$ cat src/assert_macros.svh
// Assertion macros shared by the RTL of the sphere merge block.
// Depends on nothing; simulation builds see the checks, synthesis sees empty bodies.
`ifndef ASSERT_MACROS_SVH
`define ASSERT_MACROS_SVH
`ifndef SYNTHESIS
`define ASSERT_IMPLY(lbl, clk, rstn, ante, cons) \
    lbl: assert property (@(posedge clk) disable iff (!(rstn)) (ante) |-> (cons)) \
        else $error("assertion failed");
`define ASSERT_ALWAYS(lbl, clk, rstn, expr) \
    lbl: assert property (@(posedge clk) disable iff (!(rstn)) (expr)) \
        else $error("assertion failed");
`else
`define ASSERT_IMPLY(lbl, clk, rstn, ante, cons)
`define ASSERT_ALWAYS(lbl, clk, rstn, expr)
`endif
`endif

$ cat src/ses_pkg.sv
// Package of the sphere merge block: widths, case codes and the payload structs.
// Used by every module of the block; depends on nothing.
`default_nettype none
package ses_pkg;
    localparam int COORD_WIDTH = 32;
    localparam int RAD_WIDTH   = COORD_WIDTH - 1;
    localparam int ROOT_W      = COORD_WIDTH + 1;   // |difference| and distance
    localparam int SQ_W        = 2 * ROOT_W;        // squared distance, products
    localparam int EPS_WIDTH   = 16;

    localparam logic [1:0] MC_LEFT  = 2'd0;
    localparam logic [1:0] MC_RIGHT = 2'd1;
    localparam logic [1:0] MC_MERGE = 2'd2;

    typedef struct packed {
        logic signed [COORD_WIDTH-1:0] left_center_x;
        logic signed [COORD_WIDTH-1:0] left_center_y;
        logic signed [COORD_WIDTH-1:0] left_center_z;
        logic        [RAD_WIDTH-1:0]   left_radius;
        logic signed [COORD_WIDTH-1:0] right_center_x;
        logic signed [COORD_WIDTH-1:0] right_center_y;
        logic signed [COORD_WIDTH-1:0] right_center_z;
        logic        [RAD_WIDTH-1:0]   right_radius;
    } t_req;

    typedef struct packed {
        logic signed [COORD_WIDTH-1:0] out_center_x;
        logic signed [COORD_WIDTH-1:0] out_center_y;
        logic signed [COORD_WIDTH-1:0] out_center_z;
        logic        [RAD_WIDTH-1:0]   out_radius;
        logic        [1:0]             merge_case;
    } t_rsp;

    // Everything a request carries down the pipeline besides the arithmetic in flight.
    typedef struct packed {
        logic [2:0][COORD_WIDTH-1:0] lc;
        logic [2:0][COORD_WIDTH-1:0] rc;
        logic [RAD_WIDTH-1:0]        lr;
        logic [RAD_WIDTH-1:0]        rr;
        logic [2:0][ROOT_W-1:0]      dmag;
        logic [2:0]                  dneg;
        logic [COORD_WIDTH-1:0]      rd;
        logic                        pick_right;
        logic                        contain;
        logic [ROOT_W-1:0]           span;
        logic [ROOT_W-1:0]           t;
        logic [RAD_WIDTH-1:0]        nr;
    } t_side;

    typedef struct packed {
        logic [ROOT_W-1:0] rem;
        logic [ROOT_W-1:0] low;
        logic [ROOT_W-1:0] q;
    } t_div_lane;
endpackage
`default_nettype wire

$ cat src/ses_div_cell.sv
// One cell of the divide chain: one quotient bit for each of the three axes.
// Depends on ses_pkg; the divisor is the distance carried in the side data.
`default_nettype none
module ses_div_cell
    import ses_pkg::*;
(
    input  wire logic            i_clk,
    input  wire logic            i_rst_n,
    input  wire logic            i_valid,
    input  wire t_div_lane [2:0] i_lane,
    input  wire t_side           i_side,
    output logic                 o_valid,
    output t_div_lane [2:0]      o_lane,
    output t_side                o_side
);
    logic            r_valid;
    t_div_lane [2:0] r_lane;
    t_side           r_side;
    t_div_lane [2:0] n_lane;
    logic [ROOT_W:0] w_cur [3];
    logic [ROOT_W:0] w_den;
    logic [2:0]      w_ge;

    always_comb begin
        w_den = {1'b0, i_side.span};
        for (int k = 0; k < 3; k++) begin
            w_cur[k]        = {i_lane[k].rem, i_lane[k].low[ROOT_W-1]};
            w_ge[k]         = (w_cur[k] >= w_den);
            n_lane[k].rem   = w_ge[k] ? ROOT_W'(w_cur[k] - w_den) : w_cur[k][ROOT_W-1:0];
            n_lane[k].low   = {i_lane[k].low[ROOT_W-2:0], 1'b0};
            n_lane[k].q     = {i_lane[k].q[ROOT_W-2:0], w_ge[k]};
        end
    end

    always_ff @(posedge i_clk) begin
        if (!i_rst_n) begin
            r_valid <= 1'b0;
        end else begin
            r_valid <= i_valid;
        end
        r_lane <= n_lane;
        r_side <= i_side;
    end

    assign o_valid = r_valid;
    assign o_lane  = r_lane;
    assign o_side  = r_side;
endmodule
`default_nettype wire

$ cat config.mk
export PLATFORM = sky130hd
export DESIGN_NAME = ses_div_cell
export DESIGN_NICKNAME = d
export VERILOG_FILES = /design/src/assert_macros.svh /design/src/ses_pkg.sv /design/src/ses_div_cell.sv
export SDC_FILE = /design/constraint.sdc
export NUM_CORES = 1
export LEC_CHECK = 0
export BUFFER_PORTS_ARGS = -buffer_cell sky130_fd_sc_hd__buf_4
export CAP_MARGIN = 20
export CELL_PAD_IN_SITES_DETAIL_PLACEMENT = 0
export CELL_PAD_IN_SITES_GLOBAL_PLACEMENT = 2
export CORE_AREA = 2 2 610 612
export CTS_CLUSTER_SIZE = 25
export DETAILED_ROUTE_END_ITERATION = 12
export DIE_AREA = 0 0 612 614
export GPL_TIMING_DRIVEN = 0
export PLACE_DENSITY = 0.33
export SETUP_SLACK_MARGIN = 0.05
export SYNTH_ARGS = -nofsm -noshare
export SYNTH_HDL_FRONTEND = slang
export SYNTH_SLANG_ARGS = --single-unit
$ cat constraint.sdc
create_clock -name i_clk -period 10.55 [get_ports i_clk]
set_input_delay 1.055 -clock i_clk [delete_from_list [all_inputs] [get_ports i_clk]]
set_output_delay 1.055 -clock i_clk [all_outputs]
set_load 0.03 [all_outputs]
==> impl_metrics.toml <==
[timing]
finalMaxSlewViolations = 0
setup_viol = 0
clock.fmax_mhz = 172
fin_hold_ws_ns = 0.257
post-route-period-util_pct = 55.1
rsz0062_at_grt = "false"
period_needed_ns = 5.81
worst_pin_slew_ns = 1.00
finalSetupTns_ns = 0
max_slew_margin_pct = 33.3
final_hold_viol_count = 0

[critical_path]
cpMostUsedCell = "o21ai_0"
crit_path_start_kind = "primary input"
worstPathRequired_ns = 11.12
critPathBufInv = 3
worst-setup-path-type = "in2reg"
critPathMaxStageDelay_ns = 0.87
crit_family = "compound AO/OA/AOI/OAI gates"
cp_slowest_cell = "a41oi_2"
path_cells = "buf_4 -> inv_1 -> fa_1 -> a211oi_1 -> o21ai_0 -> a41oi_1 -> o21ai_1 -> a21oi_1 -> o21ai_0 -> a41oi_2 -> clkbuf_1 -> o21ai_0"
cp_max_fo = 10
cp-end-kind = "flop"
crit_arrival_ns = 6.38

[logic_synthesis]
synth.top_cells.by_count = "dfxtp_1, ha_1, a21oi_1"
synth_top_area_share_pct = 70.5
synth_top_family_by_area = "compound AO/OA/AOI/OAI gates"
synth.area.mux_share_pct = 3.95
syn-cell-area_um2 = 22200
synthFlopType = "dfxtp_1"
synth_area_leaders = "dfxtp_1, ha_1, xnor2_1"
postSynthCellCount = 1687
ys_types = 71
synth-seq-cells = 782
synth-adder-area-share_pct = 5.85
synthXorXnorAreaFrac_pct = 3.39
yosysMostFrequentCell = "dfxtp_1"
synth.avg_cell_area_um2 = 13.2
yosys.area_share.simple_pct = 5.04
synth_compound_area_share_pct = 9.52
synth-edff-count = 0
synth_seq_area_share_pct = 70.5
yosysWarnings = 0
async_flop_share_pct = 0
synth_top_area_cell = "dfxtp_1"

[global_routing]
grt_usage_pct = 15.3
grt_max_degree = 20
grt_overflow = 0
antenna_found_initial = 249
grt_pass1_wl_um = 346000
grt_pass1_vias = 21800

[place]
dpl.hpwl_um = 272000
routabilityCongestion = 0.874
io_buffers = 1565

[final_layout]
fillCellCount = 42300
syn2layout_area_growth_pct = 100
final_nets = 4273
layout-drive-gt1-share_pct = 53.5

[cts]
clockRootBuffer = "clkbuf_16"
cts_sinks = 782
cts_setup_buffers = 0
h-tree-depth = 3
hold_buffers = 0
cts_buffers = 121
cts_tree = "built"
clock_path_buffers = 4
cts_resized = 0
cts.clk_slew.worst_paths_ns = 0.07

[power_and_ir_drop]
cellPowerDensity_nw_per_um2 = 214
p_leak_nw = 19.2
ir_worst_vdd_mv = 0.157

[die]
num_rows = 224
start_util_pct = 6.00
core_area_um2 = 370000
ios = 1572
die_h_um = 614
die_area_um2 = 376000
die_x_um = 612

[detailed_routing]
routedWlPerCell_um = 35.5
via_per_inst = 2.56
routed_wirelength_um = 301000
num_vias = 21700
drt_iter0_markers = 1040
drc = 0
ant_nets = 0
dr.pass1.iters = 5

[run]
max-cap-violations = 0

[status]
status = "completed"

[min_path]
min_path_type = "in2reg"
[stage by stage]
step	cells	setup slack, ns	power (W)	util (%)	instance area (µm²)
4_1_cts	8454	4.20	0.00983	12.0	44400
3_5_place_dp	8233	3.28	0.00531	10.9	40300
5_1_grt	8463	4.18	0.00994	12.0	44400
2_1_floorplan	1689	6.41	0.00412	-	22200
6_report	8480	4.74	0.00952	12.0	44500
3_3_place_gp	8226	2.88	0.00532	10.9	40200
[registers in the layout, indices dropped and copies added (netlist names)]
signal and count:
o_side 487, o_valid 1, o_lane 294
[kinds of logic after synthesis]
logic type               Yosys count
multiplexers                      69
adder cells (fa/ha/maj)          102
XOR/XNOR                          86
other                              1
AO/OA/AOI/OAI                    326
flip-flops                       782
buffers and inverters             93
AND/OR/NAND/NOR                  228
[routing by layer]
| metal | part of all wire, % | track usage [%] |
|---|---|---|
| met4 | 3.5 | 4.11 |
| met1 | 33 | 14.9 |
| met2 | 53 | 29.1 |
| met3 | 10 | 6.62 |
| met5 | 0.15 | 0 |
[power breakdown]
part           leakage, nW  internal, W  switching (W)
combinational         10.6     0.000672        0.00124
clock                 2.01      0.00259        0.00175
sequential            6.60      0.00318      0.0000927
[layout by cell type, fill, tap and decap left out, types with 17 or more instances in the layout]
cell type  synthesis  final
mux2_2            38     38
clkbuf_1          24     49
o21ai_0           75     75
xnor2_1           53     53
clkbuf_8           0     20
a21o_1            41     41
nand2_1           76     76
clkbuf_16          0    121
o21bai_1          17     17
nand3_1           18     18
buf_4              3   1572
inv_1             57     57
mux2_4            28     28
a21oi_1           90     90
ha_1              99     99
dfxtp_1          782    782
diode_2            0     26
xor2_1            33     33
nand4_1           17     17
nor2_1            45     45
clkinv_2           0     17
[path summary, 6_finish.rpt]
check | from | to | slack [ns] | cells after the start
worst min-delay path | i_side[310] | o_side[310] | 0.26 | 1
worst max-delay path | i_side[65] | o_lane[92] | 4.74 | 12
[area by class of cell]
type	instances	area, µm²	area share [%]
plain buffers	36	181	0.408
diodes	26	65.1	0.146
inverters	57	214	0.481
clock buffers	166	3400	7.64
clock inverters	55	742	1.67
well taps	4972	6220	14.0
flip-flops and latches	782	15700	35.2
multi-input cells	814	6180	13.9
repair buffers	1572	11800	26.6
No activity file was read; power rests on OpenSTA's default activity.
