<file path="src/assert_macros.svh">
// Assertion macros shared by the RTL of the sphere merge block.
// Depends on nothing; simulation builds see the checks, synthesis sees empty bodies.
`ifndef ASSERT_MACROS_SVH
`define ASSERT_MACROS_SVH
`ifndef SYNTHESIS
`define ASSERT_IMPLY(lbl, clk, rstn, ante, cons) \
    lbl: assert property (@(posedge clk) disable iff (!(rstn)) (ante) |-> (cons)) \
        else $error("assertion failed");
`define ASSERT_ALWAYS(lbl, clk, rstn, expr) \
    lbl: assert property (@(posedge clk) disable iff (!(rstn)) (expr)) \
        else $error("assertion failed");
`else
`define ASSERT_IMPLY(lbl, clk, rstn, ante, cons)
`define ASSERT_ALWAYS(lbl, clk, rstn, expr)
`endif
`endif

</file>
<file path="src/ses_pkg.sv">
// Package of the sphere merge block: widths, case codes and the payload structs.
// Used by every module of the block; depends on nothing.
`default_nettype none
package ses_pkg;
    localparam int COORD_WIDTH = 32;
    localparam int RAD_WIDTH   = COORD_WIDTH - 1;
    localparam int ROOT_W      = COORD_WIDTH + 1;   // |difference| and distance
    localparam int SQ_W        = 2 * ROOT_W;        // squared distance, products
    localparam int EPS_WIDTH   = 16;

    localparam logic [1:0] MC_LEFT  = 2'd0;
    localparam logic [1:0] MC_RIGHT = 2'd1;
    localparam logic [1:0] MC_MERGE = 2'd2;

    typedef struct packed {
        logic signed [COORD_WIDTH-1:0] left_center_x;
        logic signed [COORD_WIDTH-1:0] left_center_y;
        logic signed [COORD_WIDTH-1:0] left_center_z;
        logic        [RAD_WIDTH-1:0]   left_radius;
        logic signed [COORD_WIDTH-1:0] right_center_x;
        logic signed [COORD_WIDTH-1:0] right_center_y;
        logic signed [COORD_WIDTH-1:0] right_center_z;
        logic        [RAD_WIDTH-1:0]   right_radius;
    } t_req;

    typedef struct packed {
        logic signed [COORD_WIDTH-1:0] out_center_x;
        logic signed [COORD_WIDTH-1:0] out_center_y;
        logic signed [COORD_WIDTH-1:0] out_center_z;
        logic        [RAD_WIDTH-1:0]   out_radius;
        logic        [1:0]             merge_case;
    } t_rsp;

    // Everything a request carries down the pipeline besides the arithmetic in flight.
    typedef struct packed {
        logic [2:0][COORD_WIDTH-1:0] lc;
        logic [2:0][COORD_WIDTH-1:0] rc;
        logic [RAD_WIDTH-1:0]        lr;
        logic [RAD_WIDTH-1:0]        rr;
        logic [2:0][ROOT_W-1:0]      dmag;
        logic [2:0]                  dneg;
        logic [COORD_WIDTH-1:0]      rd;
        logic                        pick_right;
        logic                        contain;
        logic [ROOT_W-1:0]           span;
        logic [ROOT_W-1:0]           t;
        logic [RAD_WIDTH-1:0]        nr;
    } t_side;

    typedef struct packed {
        logic [ROOT_W-1:0] rem;
        logic [ROOT_W-1:0] low;
        logic [ROOT_W-1:0] q;
    } t_div_lane;
endpackage
`default_nettype wire

</file>
<file path="src/ses_sqrt_cell.sv">
// One cell of the square root chain: settles one bit of the root per cycle.
// Depends on ses_pkg.
`default_nettype none
module ses_sqrt_cell
    import ses_pkg::*;
(
    input  wire logic              i_clk,
    input  wire logic              i_rst_n,
    input  wire logic              i_valid,
    input  wire logic [SQ_W-1:0]   i_x,
    input  wire logic [ROOT_W-1:0] i_root,
    input  wire logic [ROOT_W+1:0] i_rem,
    input  wire t_side             i_side,
    output logic                   o_valid,
    output logic [SQ_W-1:0]        o_x,
    output logic [ROOT_W-1:0]      o_root,
    output logic [ROOT_W+1:0]      o_rem,
    output t_side                  o_side
);
    logic              r_valid;
    logic [SQ_W-1:0]   r_x;
    logic [ROOT_W-1:0] r_root;
    logic [ROOT_W+1:0] r_rem;
    t_side             r_side;
    logic [ROOT_W+2:0] w_cur;
    logic [ROOT_W+2:0] w_trial;
    logic              w_ge;

    // The remainder never exceeds twice the root, so its top bit is always clear.
    always_comb begin
        w_cur   = {i_rem[ROOT_W:0], i_x[SQ_W-1 -: 2]};
        w_trial = {1'b0, i_root, 2'b01};
        w_ge    = (w_cur >= w_trial);
    end

    always_ff @(posedge i_clk) begin
        if (!i_rst_n) begin
            r_valid <= 1'b0;
        end else begin
            r_valid <= i_valid;
        end
        r_x    <= {i_x[SQ_W-3:0], 2'b00};
        r_root <= {i_root[ROOT_W-2:0], w_ge};
        r_rem  <= w_ge ? (w_cur[ROOT_W+1:0] - w_trial[ROOT_W+1:0]) : w_cur[ROOT_W+1:0];
        r_side <= i_side;
    end

    assign o_valid = r_valid;
    assign o_x     = r_x;
    assign o_root  = r_root;
    assign o_rem   = r_rem;
    assign o_side  = r_side;
endmodule
`default_nettype wire

</file>
<file path="config.mk">
export PLATFORM = sky130hd
export DESIGN_NAME = ses_sqrt_cell
export DESIGN_NICKNAME = d
export VERILOG_FILES = /design/src/assert_macros.svh /design/src/ses_pkg.sv /design/src/ses_sqrt_cell.sv
export SDC_FILE = /design/constraint.sdc
export NUM_CORES = 1
export LEC_CHECK = 0
export ABC_AREA = 1
export BUFFER_PORTS_ARGS = -buffer_cell sky130_fd_sc_hd__clkbuf_2
export CORE_AREA = 2 2 484 486
export CTS_BUF_LIST = sky130_fd_sc_hd__clkbuf_2 sky130_fd_sc_hd__clkbuf_4 sky130_fd_sc_hd__clkbuf_8
export DETAILED_ROUTE_END_ITERATION = 7
export DIE_AREA = 0 0 486 488
export SLEW_MARGIN = 20
export SYNTH_ARGS = -nofsm -noshare
export SYNTH_HDL_FRONTEND = slang
export SYNTH_SLANG_ARGS = --single-unit
</file>
<file path="constraint.sdc">
create_clock -name i_clk -period 2.5 [get_ports i_clk]
set_clock_uncertainty 0.1 [all_clocks]
set_input_delay 0.5 -clock i_clk [delete_from_list [all_inputs] [get_ports i_clk]]
set_output_delay 0.5 -clock i_clk [all_outputs]
set_load 0.1 [all_outputs]
</file>
==> metrics.csv <==
metric,value,unit
fmax,410,MHz
cpPeakStageDelay,0.54,ns
hold_depth,3,
first_pass_iters,5,
wire_per_inst,33.1,um
maxCapViolCount,0,
run_status,"complete, no violations",
holdCritStartpoint,i_root[14],
antenna_found_initial,249,
synth_area,15700,um2
synthCells,1289,
grt_use_total,18.0,%
io_pins,1246,
crit_top_cell,nand2_1,
slew_headroom,45.7,%
die_h,488,um
clockBufferDepth,3,
nets,4090,
met3_length,28.5,mm
hold_end,o_root[15]$_DFF_P_,
irDropWorstVdd,452,uV
grt_overflow_total,0,
drtIter0Drc,767,
ys_ff_latch,620,
cellLeakagePower,17.7,nW
vias,18900,
placed_cell_area,26700,um2
drt-total-wl,220,mm
grt_max_degree,24,
power_density,917,nW/um2
hold_violations,0,
gp_congestion,1.00,
design_area,37100,um2
top_layer_used,met5,
cp-end-kind,register,
post-route-min-period,2.44,ns
arrival,3.15,ns
crit_type,in2reg,
crit_path_max_fanout,7,
finalSetupViolations,0,
avgSynthCellArea,12.2,um2
yosysWarningCount,0,
synth_seq_area_share,79.1,%
grt_pass1_vias,20100,
initial_core_util,6.77,%
die_area,237000,um2
core_area,232000,um2
h-tree-depth,4,
met1_length,71.2,mm
cts.sinks,620,
final.period_utilization,97.7,%
postRouteAntennaNets,0,
hp-class,in2reg,
drive_above_1_share,47.1,%
hpwl,197,mm
cp_slowest_cell,dlygate4sd3_1,
via_per_inst,2.85,
required,3.21,ns
cts_tree,built,
start_kind,input port,
ys_types,32,
whs,0.108,ns
grt_pass1_wl,258,mm
dr_wl_met2,111,mm
cts-root-buf,clkbuf_8,
path_cells,dlygate4sd3_1 -> clkbuf_2 -> inv_1 -> ha_1 -> nand2_2 -> nor2_2 -> nand2_1 -> nor2_1 -> nand2_1 -> nand2_1 -> a21oi_1 -> nand2_4 -> buf_4 -> nand3_1 -> nand2_1,
drcViolationCount,0,
die_x,486,um
finalPower,34.0,mW
rows,177,
drv_slew,0,
cts_inserted_buffers,138,
io_buffers,1242,
worstMarginPinSlew,0.818,ns
path_clk_slew,0.06,ns
syn2layout_area_growth,136,%
finalSetupTns,0,ns
[cell families after synthesis]
group / Yosys count / synth area share, %
XOR/XNOR: 18 / 1.00
flip-flops: 620 / 79.1
AO/OA/AOI/OAI: 42 / 1.48
adder cells (fa/ha/maj): 35 / 2.79
other: 1 / 0.0239
buffers and inverters: 149 / 3.99
AND/OR/NAND/NOR: 424 / 11.6
[synth_stat cells (all sizes together)]
cell type | n | share of area, %
a21oi | 26 | 0.85
nand3 | 33 | 1.5
nor2 | 61 | 1.6
o21ai | 10 | 0.34
nor3 | 7 | 0.22
o21bai | 5 | 0.24
dfxtp | 620 | 79
o211ai | 1 | 0.048
inv | 139 | 3.3
nand3b | 7 | 0.33
ha | 35 | 2.8
nand2 | 309 | 7.7
clkinv | 1 | 0.024
nand4 | 5 | 0.20
buf | 9 | 0.65
conb | 1 | 0.024
xor2 | 17 | 0.95
xnor2 | 1 | 0.056
nor4 | 2 | 0.080
[registers in the layout, indices dropped and copies added (netlist names)]
register	count
o_side	487
o_valid	1
o_rem	35
o_x	64
o_root	33
[timing repair]
item / 4_1_cts / 5_1_grt
endpoints found under the setup margin: 207 / 59
endpoints found under the hold margin: 619 / 3
cloned: 0 / 0
resized for setup: 208 / 31
pin swaps: 0 / 2
buffers inserted: 0 / 1
hold buffers: 632 / 3
[per-stage QoR]
stage               worst slack (ns)  instances  utilization, %
finish                        0.0587       6633            16.0
global route                 -0.0137       6618            16.0
CTS                         0.000348       6581            15.9
detailed placement            -0.272       5698            11.5
global placement              -0.283       5698            11.5
floorplan                      0.365       1290               -
[layout by cell type, fill, tap and decap left out, types with 3 or more instances in the layout]
cell            Yosys  layout
a21oi_1            25      25
buf_12              2       3
buf_2               1      25
buf_4               4     156
bufinv_16           0      18
clkbuf_2            0     984
clkbuf_4            0     230
clkbuf_8            0     164
clkinv_2            0      22
clkinv_8            0       4
clkinvlp_4          0       7
dfxtp_1           620     620
diode_2             0      48
dlygate4sd3_1       0     631
dlymetal6s4s_1      0       4
ha_1               35      35
inv_1             135     135
inv_12              0       3
inv_2               4       4
inv_6               0       3
inv_8               0       3
nand2_1           291     291
nand2_2            17      17
nand3_1            22      22
nand3_2            10      10
nand3b_1            7       7
nand4_1             5       5
nor2_1             56      55
nor2_2              3       4
nor3_1              7       6
o21ai_0             9       9
o21bai_1            5       5
xor2_1             17      17
[how the worst max path moves through the flow]
stage	end	start	slack (ns)	cells past startpoint
final	o_rem[19]$_DFF_P_	i_root[25]	0.06	15
after global routing	o_x[10]	o_x[10]$_DFF_P_	-0.01	1
after CTS	o_side[162]	o_side[162]$_DFF_P_	0.0003	1
after detailed placement	o_rem[26]$_DFF_P_	i_root[3]	-0.27	12
after global placement	o_rem[26]$_DFF_P_	i_root[3]	-0.28	12
after floorplan	o_rem[10]$_DFF_P_	i_root[13]	0.36	16
[power breakdown]
part / internal [mW] / switching [mW] / total, mW
logic: 1.98 / 7.07 / 9.06
clock network: 8.32 / 5.88 / 14.2
registers: 10.5 / 0.251 / 10.8
[worst max-delay path, delay by kind of cell]
family	cells	cell delay, ns
AO/OA/AOI/OAI	1	0.09
adder cells (fa/ha/maj)	1	0.45
buffers and inverters	4	0.96
AND/OR/NAND/NOR	9	1.15
[per-layer routing]
metal	global-route usage, %	vias to the layer above
met1	16.5	8509
met2	32.9	1395
met4	5.33	26
met3	10.7	631
li1	-	8320
met5	0	-
[layout make-up]
| cell class | instances | area, um2 |
|---|---|---|
| fillers | 26100 | 195000 |
| inverters | 140 | 526 |
| repair buffers | 2010 | 14200 |
| diodes | 48 | 120 |
| well taps | 3043 | 3810 |
| flip-flops and latches | 620 | 12400 |
| multi-input cells | 521 | 2660 |
| clock inverters | 63 | 915 |
| clock buffers | 188 | 2430 |
No activity file was read; power rests on OpenSTA's default activity.
